File: config.mk
export PLATFORM = sky130hd
export DESIGN_NAME = spnc_ram
export DESIGN_NICKNAME = d
export VERILOG_FILES = /design/src/sv/spnc_ram.sv
export SDC_FILE = /design/constraint.sdc
export NUM_CORES = 1
export LEC_CHECK = 0
export BUFFER_PORTS_ARGS = -buffer_cell sky130_fd_sc_hd__clkbuf_2
export CAP_MARGIN = 20
export CORE_MARGIN = 2
export CORE_UTILIZATION = 45
export CTS_CLUSTER_DIAMETER = 200
export CTS_CLUSTER_SIZE = 40
export DETAILED_ROUTE_END_ITERATION = 10
export SETUP_SLACK_MARGIN = 0.3
export SYNTH_ARGS = -nofsm -noshare
export SYNTH_HDL_FRONTEND = slang
export SYNTH_SLANG_ARGS = --single-unit
export TNS_END_PERCENT = 100
File: constraint.sdc
create_clock -name aclk -period 3.3 [get_ports aclk]
set_clock_uncertainty 0.2 [all_clocks]
set_input_delay 0.165 -clock aclk [delete_from_list [all_inputs] [get_ports aclk]]
set_output_delay 0.165 -clock aclk [all_outputs]
set_load 0.1 [all_outputs]
File: src/sv/spnc_ram.sv
module spnc_ram #(
    parameter int Width = 8,
    parameter int Depth = 16
) (
    input  logic                     aclk,
    input  logic                     we,
    input  logic [$clog2(Depth)-1:0] waddr,
    input  logic [Width-1:0]         wdata,
    input  logic [$clog2(Depth)-1:0] raddr,
    output logic [Width-1:0]         rdata
);
    logic [Width-1:0] mem [Depth];

    always_ff @(posedge aclk) begin
        if (we) begin
            mem[waddr] <= wdata;
        end
        rdata <= mem[raddr];
    end
endmodule

Word-level counts from Yosys, hierarchy flattened:

Memories as Yosys holds them, arrays and structs flattened. A register that Yosys moved wholly into a read port is not among the register bits.
Cells that the tools add are included.

* register bits: 0
* bits in latches: 0
* memory bits (writable): 128
* ROM bits: 0
* input port bits: 18
* logic and storage cells: 3
* memories kept: 1

* $add $sub $neg: 0
* multipliers: 0
* divide/modulo/power cells: 0
* order comparisons: 0
* equal/unequal tests: 0
* shift operators: 0
* muxes and demuxes: 2
* bitwise gates (word level): 0
* reduce and logical (&&, ||, !) cells: 0

Memory list
* mem: words 16, width 8, read ports 1, clocked after memory_dff 1, wr ports 1, line 12 `logic [Width-1:0] mem [Depth];`

Operators by type and width (number)
* 1-bit 2-to-1 mux: 2

Depth between registers and ports, before layout:

Gate-level depths: netlist of run 1.

* word-level depth: 2
* gate-level depth with buffers: 5
* depth with buffers taken out: 3

Least setup slack after synthesis of run 1:

No wires, ideal clock.

* kind: input -> register
* from: input waddr[2]
* to: memory mem[0][0] (enable)
* setup time: 383 ps
* data arrival time: 1275 ps
* data required time: 2717 ps
* slack: 1442 ps
* stages on the path: 2
* cells stage by stage: or3b_2 nor3_1

RTL lines
* start: declaration: line 7 `input logic [$clog2(Depth)-1:0] waddr,`
* end: declaration: line 12

No word-level cell before the write port.

==> summary.md, run 1 <==
| Metric | Value |
|---|---|
| Syn_area_per_cell | `22.5 um^2` |
| Total power | `3.94 mW` |
| Layout cells sized above 1 | `between 20 and 30%` |
| Clock H-tree levels | `4` |
| Global-route wire length before repair | `between 10,000 and 15,000 um` |
| Resized Gates After CTS | `0` |
| Gr usage total | `16.9%` |
| Area contributors post-synth | `edfxtp_1, mux4_2, mux4_1` |
| Maxcap violations | `0` |
| Reg-to-Reg Start | `mem[1][1]` |
| Clock transition at the registers of the reported paths | `0.06 ns` |
| Fin. max-slew vios | `0` |
| CORE AREA | `11,300 um^2` |
| Share of the synthesized area in the top cell type | `74.7%` |
| Tcrit/Tclk final | `50.8%` |
| Clock Latency Late Sink | `0.41 ns` |
| Hold Crit Class | `input port to flip-flop` |
| Type of destination of the critical path | `flip-flop` |
| TritonCTS Buffers | `17` |
| Die Y-Extent | `111 um` |
| CP Class | `input port to flip-flop` |
| Maximum VDD drop | `around 0.30 mV` |
| Status | `finished, final reports clean` |
| FF-to-FF End | `rdata[1]` |
| Post-CTS Hold Fix Bufs | `3` |
| Antenna Nets Post-Route | `0` |
| Critical Path, Cell by Cell | `clkbuf_2 > buf_12 > mux4_1 > a22oi_1 > nand2_1` |
| Vias | `approximately 2,400` |
| Die area | `12,300 um^2` |
| PwrDens | `655 nW/um^2` |
| Synth Instances | `229` |
| Vias in the first global route | `roughly 2,400` |
| Row cnt | `39` |
| Post-synth cell types | `19` |
| Post-CTS setup buffers | `0` |
| Drt initial violations | `148` |
| Worst setup SP type | `input port` |
| R2r worst-path depth | `3` |
| Arr. time, crit path | `about 1.8 ns` |
| Post-DP HPWL | `6060 um` |
| Layout net count | `290` |
| Max Fclk | `around 0.6 GHz` |
| CTS tree | `yes` |
| IO buf count | `25` |
| Initial antenna violation count | `0` |
| RD Place Congestion | `approximately 0.72` |
| WL per Instance | `22.6 um` |
| Syn nets | `between 200 and 250` |
| Clock root buffer | `clkbuf_16` |
| Slew @ Worst Pin | `around 1.0 ns` |
| Starting Density | `45.7%` |
| Post-Syn Area | `5150 um^2` |
| WP data required | `between 3 and 4 ns` |
| Worst setup path end | `rdata[1]` |
| Boundary Pins | `26` |
| Post-synthesis sequential area ratio | `77.8%` |
| Min Tclk post-route | `1.67 ns` |
| Gr ovfl total | `0` |
| Largest net degree at the start of global routing | `24` |
| Via-per-instance ratio | `5.52` |
| Crit Path Max Fanout | `23` |
| Yosys warns | `0` |
| Diodes inserted | `0` |
| Slew HR | `a little under a third` |
| Clk buf depth | `2` |
| Endpoints failing setup | `0` |
| Register bit total from synthesis | `136` |
| Setup TNS | `0 ns` |
| P_leak | `a little over 2 nW` |
| CP startpoint | `raddr[0]` |
| Detailed Routing Iterations Pass 1 | `6` |
| Area Growth Syn to Fin | `16.8%` |
| Unrepaired setup endpoints after global routing | `no` |
| Total wire length | `9680 um` |
| Slowest stage delay, CP | `0.58 ns` |
| Synth area leader | `edfxtp_1` |
| Max stage delay cell, worst path | `mux4_1` |
| Die W | `111 um` |
| FF-to-FF setup slack | `between 1.5 and 2 ns` |
| Final hold viol count | `0` |
| DRC violations left | `0` |
| Clock Sinks | `136` |
-- critical path, delay by kind of cell --
| kind | cells | cell delay [ns] |
|---|---|---|
| AO/OA/AOI/OAI | 1 | 0.29 |
| buffers and inverters | 2 | 0.59 |
| multiplexers | 1 | 0.58 |
| AND/OR/NAND/NOR | 1 | 0.11 |
-- flip-flops by register name, summed over array words and instances, names as in the netlist --
| name | count |
|---|---|
| mem | 128 |
| rdata | 8 |
-- worst min path at each step --
stage	startpoint	to	slack (ns)	cells after the start
2_1_floorplan	wdata[0]	mem[0][0]	0.06	0
3_3_place_gp	wdata[0]	mem[11][0]	0.39	1
3_5_place_dp	wdata[0]	mem[10][0]	0.40	1
4_1_cts	wdata[3]	mem[3][3]	0.003	1
5_1_grt	wdata[7]	mem[4][7]	0.03	1
6_report	wdata[6]	mem[6][6]	0.009	1
-- cells in the final DEF, fill, tap and decap left out, types with 2 or more instances in the layout --
cell	count
clkinvlp_4	4
clkbuf_2	25
nor3_1	4
nor2_1	13
dfxtp_1	8
mux4_1	14
nand2b_1	2
nand3b_1	2
buf_4	5
mux4_2	18
nand2_1	9
a22oi_1	16
clkbuf_8	2
dlygate4sd3_1	3
clkbuf_16	17
edfxtp_1	128
clkinv_2	4
-- cell type report --
cell class | count | area [um^2]
clock buffers | 20 | 457
multi-input cells | 83 | 1060
flip-flops and latches | 136 | 4000
repair buffers | 34 | 213
clock inverters | 12 | 101
fillers | 890 | 5260
well taps | 143 | 179
-- where the power goes --
part           switching [mW]  leakage [nW]  internal, mW
Combinational           0.183         0.522        0.0741
Clock                   0.669         0.266          1.07
Sequential             0.0109          1.22          1.93
-- cells by family (layout without fill, tap and decap cells) --
group / count (synthesis) / after routing / share of synthesized area, %
AO/OA/AOI/OAI: 16 / 16 / 2.33
AND/OR/NAND/NOR: 35 / 35 / 3.18
flip-flops: 136 / 136 / 77.8
multiplexers: 32 / 32 / 15.0
buffers and inverters: 10 / 66 / 1.68
-- routing by layer --
metal / GRT usage, % / part of all wire, % / wire [um] / vias up
met4: 7.00 / 0.90 / 87 / 0
met2: 26.2 / 49 / 4780 / 84
met1: 23.1 / 44 / 4230 / 1208
li1: - / - / - / 1065
met3: 4.43 / 6.1 / 586 / 7
met5: 0 / 0 / 0 / -
-- metrics by stage --
step	hold WS [ns]	setup WS (ns)	instance area, um^2	util (%)	cells
global route	0.0289	1.51	6010	53.3	428
global placement	0.388	1.18	5420	48.1	393
detailed placement	0.403	1.19	5420	48.1	393
floorplan	0.0639	1.44	5150	-	229
CTS	0.00305	1.62	6010	53.3	428
finish	0.00898	1.63	6010	53.3	428
-- cells in the mapped netlist (all sizes together) --
cell / n
a22oi: 16
and2: 1
and2b: 1
buf: 7
clkdlybuf4s25: 3
dfxtp: 8
edfxtp: 128
mux4: 32
nand2: 9
nand2b: 2
nand3: 1
nand3b: 2
nor2: 13
nor2b: 1
nor3: 4
or3b: 1
Note: power is estimated with default switching activity, not from simulation.
==> inputs of run 2 (changes only) <==
==> constraint.sdc (replaced) <==
create_clock -name aclk -period 1.65 [get_ports aclk]
set_clock_uncertainty 0.2 [all_clocks]
set_input_delay 0.0825 -clock aclk [delete_from_list [all_inputs] [get_ports aclk]]
set_output_delay 0.0825 -clock aclk [all_outputs]
set_load 0.1 [all_outputs]
==> run 2 against run 1 <==
  * Power up 110%
  * Cell area up 5.9%
  * Sequential share of layout area down 3.7 points
  * Clock power up 110%
  * Worst hold slack better by 0.053 ns
  * Die area unchanged
  * Via count up 5.4%
  * Critical path type is now flip-flop to flip-flop
  * Critical endpoint is now rdata[4]
  * Largest cell class unchanged
  * Largest power group unchanged
  * Highest routed layer unchanged
==> summary.md, run 2 (synthesis results as in run 1) <==
| Metric | Value |
|---|---|
| PnR worst setup slack | `0.191 ns (was 1.63 ns)` |
| Final instance area | `6360 um^2 (was 6010 um^2)` |
| Placed cells | `410 (was 393)` |
| Total wire length | `10,300 um (was 9680 um)` |
| P_leak | `2.12 nW (was 2.01 nW)` |
| WL per Instance | `22.9 um (was 22.6 um)` |
| Detailed Routing Iterations Pass 1 | `4 (was 6)` |
| Hold path depth | `3 (was 1)` |
| Commonest non-fill, non-tap cell in the layout | `edfxtp_1 (unchanged)` |
| Slew @ Worst Pin | `1.02 ns (was 1.03 ns)` |
| Boundary Pins | `26 (unchanged)` |
| Place WS | `-0.0971 ns (was 1.19 ns)` |
| Post-CTS setup buffers | `0 (unchanged)` |
| Regs by FF count | `mem (128), rdata (8) (unchanged)` |
| Initial antenna violation count | `0 (unchanged)` |
| Clock H-tree levels | `4 (unchanged)` |
| Endpoints failing setup | `0 (unchanged)` |
| Clock root buffer | `clkbuf_16 (unchanged)` |
| RD Place Congestion | `0.753 (was 0.723)` |
| CP Class | `flip-flop to flip-flop (was input port to flip-flop)` |
| Global-route wire length before repair | `16,100 um (was 14,700 um)` |
| Tcrit/Tclk final | `about nine tenths` |
| Largest net degree at the start of global routing | `18 (was 24)` |
| R2r worst-path depth | `3 (unchanged)` |
| Commonest cells after routing, fill and taps aside | `edfxtp_1, mux4_2, buf_4 (was edfxtp_1, clkbuf_2, mux4_2)` |
| WP data required | `1.74 ns (was 3.39 ns)` |
| Finished Layout Cells | `450 (was 428)` |
| Hold Crit Class | `input port to flip-flop (unchanged)` |
| Arr. time, crit path | `1.55 ns (was 1.77 ns)` |
| Fin. max-slew vios | `0 (unchanged)` |
| Row cnt | `39 (unchanged)` |
| Status | `finished, final reports clean (unchanged)` |
| DRC violations left | `0 (unchanged)` |
| Gr usage total | `18.3% (was 16.9%)` |
| Drt initial violations | `226 (was 148)` |
| IO buf count | `25 (unchanged)` |
| Vias | `2,491 (was 2,364)` |
| TritonCTS Buffers | `17 (unchanged)` |
| Clock transition at the registers of the reported paths | `0.06 ns (about the same)` |
| Worst setup SP type | `flip-flop (was input port)` |
| CTS tree | `yes (unchanged)` |
| Maximum VDD drop | `0.718 mV (was 0.297 mV)` |
| Starting Density | `45.7% (unchanged)` |
| Unrepaired setup endpoints after global routing | `yes (was no)` |
| Clock Latency Late Sink | `0.40 ns (was 0.41 ns)` |
| CORE AREA | `11,300 um^2 (unchanged)` |
| Layout cells sized above 1 | `41.0% (was 28.1%)` |
| Gr ovfl total | `0 (unchanged)` |
| Die area | `12,300 um^2 (unchanged)` |
| Die W | `111 um (unchanged)` |
| Maxcap violations | `0 (unchanged)` |
| Area Growth Syn to Fin | `23.7% (was 16.8%)` |
| Diodes inserted | `0 (unchanged)` |
| Clock Sinks | `136 (unchanged)` |
| Min Hold Slack | `0.0618 ns (was 0.00898 ns)` |
| Via-per-instance ratio | `5.54 (was 5.52)` |
| PwrDens | `1270 nW/um^2 (was 655 nW/um^2)` |
| Layout net count | `312 (was 290)` |
| Final hold viol count | `0 (unchanged)` |
| Placement Cell Area | `5620 um^2 (was 5420 um^2)` |
| Slew HR | `31.9% (was 31.2%)` |
| Antenna Nets Post-Route | `0 (unchanged)` |
| Type of destination of the critical path | `flip-flop (unchanged)` |
| Clk buf depth | `2 (unchanged)` |
| Max reg flops | `128 (unchanged)` |
| Crit Path Max Fanout | `1 (was 23)` |
| Most flop-heavy register | `mem (unchanged)` |
| Die Y-Extent | `111 um (unchanged)` |
| Post-DP HPWL | `6560 um (was 6060 um)` |
| Vias in the first global route | `2,697 (was 2,412)` |
| Max Fclk | `0.685 GHz` |
| Min Tclk post-route | `1.46 ns` |
## run 2: report_power, final
group          internal, mW  total (mW)  switching, mW
Combinational         0.230       0.618          0.389
Sequential             3.86        3.89         0.0282
Clock                  2.22        3.58           1.36
Total                  6.31        8.09           1.78
## run 2: worst max-delay path: stages (launching register included)
cell	delay, ns
edfxtp_1	0.38
mux4_2	0.48
a22oi_2	0.19
nand2_1	0.09
## run 2: path summary, 6_finish.rpt
path                   start   endpoint  slack (ns)
hold reg to reg    mem[7][2]   rdata[2]        0.47
setup / recovery  mem[10][4]   rdata[4]        0.19
hold / removal      waddr[1]  mem[0][4]        0.06
setup reg to reg  mem[10][4]   rdata[4]        0.19
## run 2: area by class of cell
| type | count | area [um^2] |
|---|---|---|
| clock buffer | 20 | 437 |
| tap | 143 | 179 |
| multi-input combinational | 83 | 1100 |
| fill | 856 | 4910 |
| clock inverter | 12 | 130 |
| timing repair buffer | 56 | 515 |
| sequential | 136 | 4010 |
## run 2: what timing repair did
action,in CTS,in global routing
resized for setup,30,2
hold buffers,8,0
hold endpoints to repair,128,0
endpoints found under the setup margin,16,10
pin swaps,5,3
## run 2: per-stage QoR
step	util [%]	setup TNS, ns	total power [mW]
3_3_place_gp	49.9	-0.495	4.51
6_report	56.5	0	8.09
4_1_cts	56.5	0	8.17
3_5_place_dp	49.9	-0.299	4.52
2_1_floorplan	-	0	4.33
5_1_grt	56.5	0	8.35
## run 2: metal layers
| metal | share of wire, % | vias to the layer above | routed length, um | global-route usage [%] |
|---|---|---|---|---|
| met5 | 0 | - | 0 | 0 |
| met4 | 1.5 | 0 | 156 | 6.50 |
| met3 | 4.4 | 12 | 455 | 4.10 |
| met2 | 48 | 69 | 4970 | 27.7 |
| met1 | 46 | 1315 | 4700 | 26.4 |
| li1 | - | 1095 | - | - |
