`src/sv/spnc_div.sv`:
```
module spnc_div (
    input  logic        aclk,
    input  logic        aresetn,
    input  logic        start,
    input  logic [30:0] dividend,
    input  logic [6:0]  divisor,
    output logic        busy,
    output logic [30:0] quotient
);
    logic [4:0]  cnt_reg, cnt_next;
    logic        busy_reg, busy_next;
    logic [30:0] q_reg, q_next;
    logic [6:0]  r_reg, r_next;
    logic [7:0]  trial;

    always_comb begin
        trial = {r_reg, q_reg[30]} - {1'b0, divisor};
        cnt_next = cnt_reg;
        busy_next = busy_reg;
        q_next = q_reg;
        r_next = r_reg;
        if (start) begin
            busy_next = 1'b1;
            cnt_next = 5'd0;
            q_next = dividend;
            r_next = '0;
        end else if (busy_reg) begin
            if (!trial[7]) begin
                r_next = trial[6:0];
                q_next = {q_reg[29:0], 1'b1};
            end else begin
                r_next = {r_reg[5:0], q_reg[30]};
                q_next = {q_reg[29:0], 1'b0};
            end
            cnt_next = cnt_reg + 5'd1;
            if (cnt_reg == 5'd30) begin
                busy_next = 1'b0;
            end
        end
    end

    always_ff @(posedge aclk) begin
        if (!aresetn) begin
            busy_reg <= 1'b0;
            cnt_reg <= '0;
        end else begin
            busy_reg <= busy_next;
            cnt_reg <= cnt_next;
        end
        q_reg <= q_next;
        r_reg <= r_next;
    end

    assign busy = busy_reg;
    assign quotient = q_reg;
endmodule

```
`config.mk`:
```
export PLATFORM = sky130hd
export DESIGN_NAME = spnc_div
export DESIGN_NICKNAME = d
export VERILOG_FILES = /design/src/sv/spnc_div.sv
export SDC_FILE = /design/constraint.sdc
export NUM_CORES = 1
export LEC_CHECK = 0
export ABC_CLOCK_PERIOD_IN_PS = 2500
export BUFFER_PORTS_ARGS = -buffer_cell sky130_fd_sc_hd__buf_2
export CORE_MARGIN = 5
export CORE_UTILIZATION = 50
export DETAILED_ROUTE_END_ITERATION = 10
export GPL_TIMING_DRIVEN = 0
export HOLD_SLACK_MARGIN = 0.06
export PLACE_DENSITY = 0.79
export SYNTH_ARGS = -nofsm -noshare
export SYNTH_HDL_FRONTEND = slang
export SYNTH_SLANG_ARGS = --single-unit
export TNS_END_PERCENT = 100
```
`constraint.sdc`:
```
create_clock -name aclk -period 2.5 [get_ports aclk]
set_clock_uncertainty 0.1 [all_clocks]
set_input_delay 0.5 -clock aclk [delete_from_list [all_inputs] [get_ports aclk]]
set_output_delay 0.5 -clock aclk [all_outputs]
set_load 0.005 [all_outputs]
```
== Word-level counts from Yosys, hierarchy flattened ==
Cells that the tools add are included.

* Memories kept: 0
* Logic and storage cells: 17
* Bits in writable memories: 0
* Bits in latches: 0
* Bits in registers: 44
* ROM bits: 0
* Output and inout bits: 32

* Muxes and demuxes: 7
* Div/mod/pow operators: 0
* Eq/ne operators: 1
* Add/subtract/negate cells: 2
* Bitwise gates (word level): 1
* Order comparisons: 0
* $mul: 0
* Reduce and logical (&&, ||, !) cells: 2
* Shift-type cells: 0

{| class="wikitable"
|+ Operators by type and width
! kind !! number
|-
| 31-bit 2-to-1 mux || 2
|-
| 8-bit by 7-bit subtractor with 8-bit output || 1
|-
| 7-bit 2-to-1 mux || 1
|-
| 5-bit by 1-bit adder with 5-bit output, second input constant || 1
|-
| 5-bit == test, second input constant || 1
|-
| 1-bit 2-to-1 mux || 4
|-
| 2-bit nonzero test || 1
|-
| 2-bit OR reduction || 1
|-
| 1-bit inverter || 1
|}

== Depth between registers and ports, before layout ==
Gate-level depths: netlist of the first run.

* Word-level depth: 4
* Gate-level depth with buffers: 9

== Worst setup path before layout of the first run ==
Ideal clock, no wire load.

* Path type: input to register
* Start: in divisor[0]
* End: reg r_reg[6]
* Setup slack: 0.238 ns
* Arrival: 2.071 ns
* Library setup time: 0.091 ns
* Buffers on the path: 0
* Cell stages on the path: 8
* Path through: ha_1 > inv_1 > fa_1 > a211o_1 > a2111oi_0 > nand3b_1 > nand3_1 > a311oi_1

* Cells in the longest elaborated chain, start to end: 2

{| class="wikitable"
|+ Ends and longest elaborated chain
! item !! line !! RTL
|-
| start, declared || 6 || <nowiki>input logic [6:0] divisor,</nowiki>
|-
| 8-bit by 7-bit subtractor with 8-bit output || 17 || <nowiki>trial = {r_reg, q_reg[30]} - {1'b0, divisor};</nowiki>
|-
| 7-bit 2-to-1 mux || 28 || <nowiki>if (!trial[7]) begin</nowiki>
|-
| end signal, assigned || 51 || <nowiki>r_reg <= r_next;</nowiki>
|-
| end, declared || 13 || <nowiki>logic [6:0] r_reg, r_next;</nowiki>
|}

Every way passes these cells.
A chain may end at the register's enable or synchronous reset.

== Worst setup path in the final report of the first run ==
* Start: reg q_reg[30] (netlist: quotient[30])
* End: reg r_reg[6]

* Cells in the longest elaborated chain, start to end: 2

{| class="wikitable"
|+ Ends and longest elaborated chain
! item !! line !! RTL
|-
| start, declared || 12 || <nowiki>logic [30:0] q_reg, q_next;</nowiki>
|-
| start signal, assigned || 50 || <nowiki>q_reg <= q_next;</nowiki>
|-
| 8-bit by 7-bit subtractor with 8-bit output || 17 ||
|-
| 7-bit 2-to-1 mux || 28 ||
|}

Every way passes these cells.

==> reports/results.ini, run 1 <==
[timing]
tightest_slew_ps = 708
setup_viol = 0
final-max-slew-violation-count = 0
hold_viol = 0
slew_headroom = 0.528
fmax_ghz = 0.422
finalCritPeriodShare = 0.948
layout_min_cycle_time_ps = 2370
finalWorstSetupSlack_ps = 130
holdWs_ps = 330

[global_route]
globalRouteTotalUtil = 0.174
grt_max_degree = 32
antenna_found_initial = 0
grt_overflow = 0
grt_pass1_vias = 1755
grt_pass1_wl_um = 8450

[synth]
async_reset_ff_frac = 0
ys_types = 38
syn_area_um2 = 2260
yosysSeqAreaShare = 0.527
yosys-mux-area-fraction = 0.149
yosys_most_used_dff = edfxtp_1
ys_ff_latch = 44
synth_xor_area_frac = 0.0271
synth.avg_cell_area_um2 = 12.4
synth_edf_count = 31
synthCells = 183
yosys.area_share.simple = 0.0896
synth_top_family_by_area = multiplexers
synth_compound_area_frac = 0.121
synthAdderAreaFrac = 0.0586
syn_nets = 234
ys_warn_count = 0

[status]
status = completed

[clock_network]
cts-root-buf = clkbuf_8
h-tree-depth = 2
clock_path_buffers = 2
clk_pin_slew_worst_paths_ps = 80
cts_tree = yes
clock_latency_ps = 290
cts_num_sinks = 44
cts_made_buffers = 5

[critical_path]
r2r_cells = 9
path_class = flip-flop to flip-flop
timing.rr.start = quotient[30]$_DFFE_PP_
r2r_slack_ps = 130
cp-end-kind = flip-flop
worstReg2RegEnd = r_reg[6]$_SDFFE_PP0P_
start_kind = flip-flop
path_max_fanout = 3
cp.required_ps = 2600
worstPathArrival_ps = 2470

[detailed_routing]
drt_iter0_drc = 120
wl_um = 5010
via_per_inst = 5.31
vias = 1674
route.detailed.drc = 0
wire_per_inst_um = 15.9
firstDrtPassIters = 4
ant_nets = 0

[place]
dp_hpwl_um = 3890
dp_slack_ps = -26.9
place_inst = 306
routabilityCongestion = 0.776
port_buffers = 71

[layout]
layout_commonest_cell = buf_2
drive_above_1_share = 0.449
fin_cells = 315
largest_register_ffs = 31
final_core_util = 0.635
n_antenna_cell = 0
fill_cells = 369
layout_common_cells = 71 x buf_2, 31 x edfxtp_1, 30 x mux2_2
synthToLayoutAreaGrowth_pct = 23.0
nets = 313

[power]
powerDensity_nw_per_um2 = 608
p_clk_frac = 0.254
internal_power_mw = 1.23
p_sw_frac = 0.270
pwr-share-seq = 0.535
p_sw_uw = 457
irDropWorstVdd_mv = 0.546
cellLeakagePower_nw = 1.14
total_power_mw = 1.69
p_comb_frac = 0.211

[hold_path]
hold_path.class = primary input to flip-flop
worstHoldEndpoint = busy$_SDFF_PN0_
hold_depth = 2
hold_start = aresetn

[flow_run]
max_cap_viol_count = 0

[die]
start_util = 0.516
die_y_um = 77.3
core_area_um2 = 4380
num_rows = 24
die_w_um = 77.3
dieArea_um2 = 5970
io_pins = 73

[routing by layer]
metal | up-vias | global-route usage | share of wire
li1 | 844 | - | -
met1 | 781 | 0.216 | 0.43
met2 | 44 | 0.298 | 0.50
met3 | 5 | 0.0445 | 0.058
met4 | 0 | 0.0464 | 0.010
met5 | - | 0 | 0
[Yosys cell counts (2+ instances only)]
| library cell | instances | area, um^2 |
|---|---|---|
| edfxtp_1 | 31 | 931 |
| mux2_2 | 30 | 338 |
| dfxtp_1 | 13 | 260 |
| nor2_1 | 13 | 48.8 |
| inv_1 | 10 | 37.5 |
| ha_1 | 9 | 113 |
| clkbuf_1 | 7 | 26.3 |
| a311oi_1 | 6 | 52.6 |
| nand2_1 | 6 | 22.5 |
| o21ai_0 | 6 | 30.0 |
| a21oi_1 | 5 | 25.0 |
| nand3_1 | 5 | 25.0 |
| xor2_1 | 5 | 43.8 |
| nand2b_1 | 3 | 18.8 |
| nand4_1 | 3 | 18.8 |
| o21ai_1 | 3 | 15.0 |
| a211oi_1 | 2 | 15.0 |
| a31o_2 | 2 | 17.5 |
| a31oi_4 | 2 | 42.5 |
| nand3b_1 | 2 | 15.0 |
| nor2b_1 | 2 | 12.5 |
| xnor2_1 | 2 | 17.5 |
[repair_timing]
item,4_1_cts,5_1_grt
hold buffers,0,0
setup endpoints to repair,0,1
resized for setup,0,3
setup buffers,0,1
[logic make-up (layout without fill, tap and decap cells)]
logic type / count (synthesis) / count (layout)
muxes: 30 / 30
xor gates and xnor gates: 7 / 7
buffers and inverters: 17 / 97
DFF: 44 / 44
AOI/OAI and AO/OA: 35 / 35
and+or+nand+nor: 40 / 40
adders and majority gates: 10 / 10
[how the worst max path moves through the flow]
stage                     slack [ps]               endpoint              startpoint
after floorplan                  240  r_reg[6]$_SDFFE_PP0P_              divisor[0]
after global placement            30  r_reg[6]$_SDFFE_PP0P_              divisor[0]
after detailed placement         -30  r_reg[6]$_SDFFE_PP0P_              divisor[0]
after CTS                         30  r_reg[6]$_SDFFE_PP0P_  quotient[30]$_DFFE_PP_
after global routing             -20  r_reg[6]$_SDFFE_PP0P_  quotient[30]$_DFFE_PP_
final                            130  r_reg[6]$_SDFFE_PP0P_  quotient[30]$_DFFE_PP_
[power by group through the flow]
stage          sequential (mW)  combinational [mW]  clock, mW
6_report                 0.905               0.357      0.430
5_1_grt                  0.915               0.398      0.470
4_1_cts                  0.906               0.353      0.437
3_5_place_dp             0.921               0.351          0
3_3_place_gp             0.917               0.341          0
2_1_floorplan            0.918               0.214          0
[per-stage QoR]
step	area [um^2]	setup TNS [ps]
after floorplan	2260	0
after global placement	2680	0
after detailed placement	2680	-26.9
after CTS	2770	0
after global routing	2780	-15.0
final	2780	0
[area by class of cell]
class | count | area [um^2] | area share
Sequential cell | 44 | 1190 | 0.428
Multi-Input combinational cell | 122 | 1020 | 0.365
Timing Repair Buffer | 72 | 363 | 0.130
Clock buffer | 6 | 72.6 | 0.0261
Tap cell | 52 | 65.1 | 0.0234
Inverter | 10 | 37.5 | 0.0135
Buffer | 7 | 26.3 | 0.00944
Clock inverter | 2 | 11.3 | 0.00405
[critical path, cell delays in order (launching register included)]
cell	delay [ps]
edfxtp_1	420
inv_2	80
ha_1	150
inv_1	50
fa_2	350
a211o_1	340
a2111oi_2	280
nand3b_1	160
nand3_1	80
a311oi_1	270
No activity file was read; power rests on OpenSTA's default activity.
==> run 2, diff against run 1 <==
--- a/config.mk
+++ b/config.mk
@@ -5,6 +5,7 @@
 export SDC_FILE = /design/constraint.sdc
 export NUM_CORES = 1
 export LEC_CHECK = 0
+export ABC_AREA = 1
 export ABC_CLOCK_PERIOD_IN_PS = 2500
 export BUFFER_PORTS_ARGS = -buffer_cell sky130_fd_sc_hd__buf_2
 export CORE_MARGIN = 5
@@ -12,7 +13,8 @@
 export DETAILED_ROUTE_END_ITERATION = 10
 export GPL_TIMING_DRIVEN = 0
 export HOLD_SLACK_MARGIN = 0.06
-export PLACE_DENSITY = 0.79
+export PLACE_DENSITY = 0.78
+export SETUP_SLACK_MARGIN = 0.15
 export SYNTH_ARGS = -nofsm -noshare
 export SYNTH_HDL_FRONTEND = slang
 export SYNTH_SLANG_ARGS = --single-unit
==> reports/results.ini, run 2 <==
[timing]
finalWorstSetupSlack_ps = 525  ; +395 ps
rsz0062_at_grt = false
tightest_slew_ps = 1180  ; +468 ps
slew_headroom = 0.215  ; -0.313
finalCritPeriodShare = 0.790  ; -0.158
fmax_ghz = 0.506  ; +20%
hold_viol = 0  ; unchanged
layout_min_cycle_time_ps = 1970  ; -395 ps
fin_setup_tns_ps = 0  ; unchanged
final-max-slew-violation-count = 0  ; unchanged
setup_viol = 0  ; unchanged

[hold_path]
hold_path.class = primary input to flip-flop
hold_start = aresetn
worstHoldEndpoint = busy$_SDFF_PN0_
hold_depth = 3  ; +1

[synth]
synth.area.top_cells = edfxtp_1 40%, nand2_1 21%, dfxtp_1 11%, ha_1 4.8%, inv_1 3.7%
syn_area_um2 = 2340  ; +3.4%
ys_ff_latch = 44  ; unchanged
synthCells = 279  ; +52%
synth_largest_area_cell = edfxtp_1
yosys.cell_count.top_type = nand2_1
synth.avg_cell_area_um2 = 8.39  ; -32%
async_reset_ff_frac = 0  ; unchanged
synth_commonest_cells = 134 x nand2_1, 31 x edfxtp_1, 23 x inv_1, 14 x nand3_1, 13 x dfxtp_1
syn_nets = 330  ; +41%
netlist.area_leader.share = 0.398  ; -0.0136
ys_types = 30  ; -21%
synth_edf_count = 31  ; unchanged
yosys_most_used_dff = edfxtp_1
ys_warn_count = 0  ; unchanged
yosysSeqAreaShare = 0.509  ; -0.0175

[clock_network]
cts_num_sinks = 44  ; unchanged
cts_tree = yes
cts-root-buf = clkbuf_8
clk_pin_slew_worst_paths_ps = 80  ; about the same
clock_path_buffers = 2  ; unchanged
clock_latency_ps = 290  ; about the same
ctsHoldBuffers = 0  ; unchanged
cts_made_buffers = 5  ; unchanged
h-tree-depth = 2  ; unchanged
postCtsSetupBuffers = 0  ; unchanged
ctsResizeCount = 0  ; unchanged

[power]
powerDensity_nw_per_um2 = 563  ; -7.4%
irDropWorstVdd_mv = 0.396  ; -27%
total_power_mw = 1.60  ; -5.4%
cellLeakagePower_nw = 1.47  ; +29%

[die]
die_w_um = 78.4  ; +1.5%
start_util = 0.526  ; +0.0105
num_rows = 24  ; unchanged
core_area_um2 = 4440  ; +1.4%
die_y_um = 78.4  ; +1.5%
io_pins = 73  ; unchanged
dieArea_um2 = 6150  ; +3.0%

[layout]
layout_commonest_cell = nand2_1
fin_cells = 410  ; +30%
drive_above_1_share = 0.263  ; -0.186
layout_common_cells = 134 x nand2_1, 72 x buf_2, 31 x edfxtp_1
n_antenna_cell = 0  ; unchanged
synthToLayoutAreaGrowth_pct = 21.5
fill_cells = 390  ; +5.7%
nets = 408  ; +30%
multi_input_area_um2 = 1010  ; -0.37%
seq_area_um2 = 1190  ; unchanged
final_core_util = 0.640  ; +0.00494
largest_register_ffs = 31  ; unchanged

[critical_path]
start_kind = flip-flop
worstPathArrival_ps = 1780  ; -690 ps
r2r_cells = 3  ; -6
cp-startpoint = busy$_SDFF_PN0_
cp.required_ps = 2310  ; -290 ps
r2r_slack_ps = 530  ; +400 ps
path_class = flip-flop to flip-flop
cp-end-kind = flip-flop
path_max_fanout = 32  ; +29
worstReg2RegEnd = quotient[12]$_DFFE_PP_
timing.rr.start = busy$_SDFF_PN0_

[global_route]
grt_overflow = 0  ; unchanged
antenna_found_initial = 0  ; unchanged
grt_pass1_vias = 1778  ; +1.3%
grt_pass1_wl_um = 7870  ; -6.9%
globalRouteTotalUtil = 0.158  ; -0.0155
grt_max_degree = 33  ; +3.1%

[place]
routabilityCongestion = 0.828  ; +6.7%
port_buffers = 71  ; unchanged
dp_hpwl_um = 3770  ; -3.1%
place_inst = 402  ; +31%
dp_slack_ps = 415  ; +442 ps

[detailed_routing]
top_layer = met4
wire_per_inst_um = 11.9  ; -25%
wl_um = 4890  ; -2.5%
vias = 1966  ; +17%
via_per_inst = 4.80  ; -9.8%
wl_met2_um = 2260  ; -11%
drt_iter0_drc = 134  ; +12%
wl_met1_um = 2210  ; +3.3%
ant_nets = 0  ; unchanged
firstDrtPassIters = 4  ; unchanged
route.detailed.drc = 0  ; unchanged
met3WireLength_um = 364  ; +24%

[flow_run]
max_cap_viol_count = 0  ; unchanged

[status]
status = completed

==> run 2: changes by cell type after synthesis, sizes merged, moves of 3 or more <==
cell    delta
nor2       -3
xor2       -5
nand2    +134
inv       +15
a311oi     -6
o21ai      -9
mux2      -30
nand2b     -3
nand3b     +4
nand3     +11
==> run 2: area by class of cell <==
| cell class | instances | share of cell area |
|---|---|---|
| sequential | 44 | 0.419 |
| multi-input combinational | 201 | 0.356 |
| timing repair buffer | 71 | 0.125 |
| inverter | 26 | 0.0343 |
| clock buffer | 5 | 0.0242 |
| tap | 52 | 0.0229 |
| buffer | 8 | 0.0136 |
| clock inverter | 3 | 0.00484 |
==> run 2: how the worst max path moves through the flow <==
stage,to,slack [ps],depth (start not counted)
3_3_place_gp,quotient[15]$_DFFE_PP_,420,3
2_1_floorplan,quotient[0]$_DFFE_PP_,690,7
5_1_grt,busy$_SDFF_PN0_,360,5
4_1_cts,quotient[16]$_DFFE_PP_,490,3
3_5_place_dp,quotient[15]$_DFFE_PP_,420,3
6_report,quotient[12]$_DFFE_PP_,530,3
==> run 2: worst max-delay path: stages (launching register included) <==
cell     delay, ps
dfxtp_1        330
buf_2          200
nor2_4          90
inv_1          850
==> run 2: where the power goes <==
| group | switching, mW | internal [mW] | leakage, nW | total (mW) |
|---|---|---|---|---|
| clock | 0.228 | 0.190 | 0.0453 | 0.418 |
| sequential | 0.0333 | 0.856 | 0.424 | 0.890 |
| combinational | 0.165 | 0.129 | 1.00 | 0.294 |
| total | 0.426 | 1.17 | 1.47 | 1.60 |
==> run 2: stage by stage <==
stage          hold slack [ps]  cell area, um^2
6_report                   340             2840
5_1_grt                    346             2840
4_1_cts                    332             2840
3_5_place_dp               371             2760
3_3_place_gp               355             2760
2_1_floorplan              341             2340
==> run 2: metal layers <==
| metal | vias up | GRT usage |
|---|---|---|
| li1 | 1046 | - |
| met1 | 859 | 0.204 |
| met2 | 55 | 0.262 |
| met3 | 6 | 0.0469 |
| met4 | 0 | 0.0420 |
| met5 | - | 0 |
==> run 2: logic make-up (layout without fill, tap and decap cells) <==
| family | after synthesis | count (layout) | share of synthesized area |
|---|---|---|---|
| xor gates and xnor gates | 3 | 3 | 0.0112 |
| adders and majority gates | 10 | 10 | 0.0567 |
| DFF | 44 | 44 | 0.509 |
| AOI/OAI and AO/OA | 10 | 10 | 0.0300 |
| and+or+nand+nor | 178 | 178 | 0.335 |
| buffers and inverters | 34 | 113 | 0.0583 |
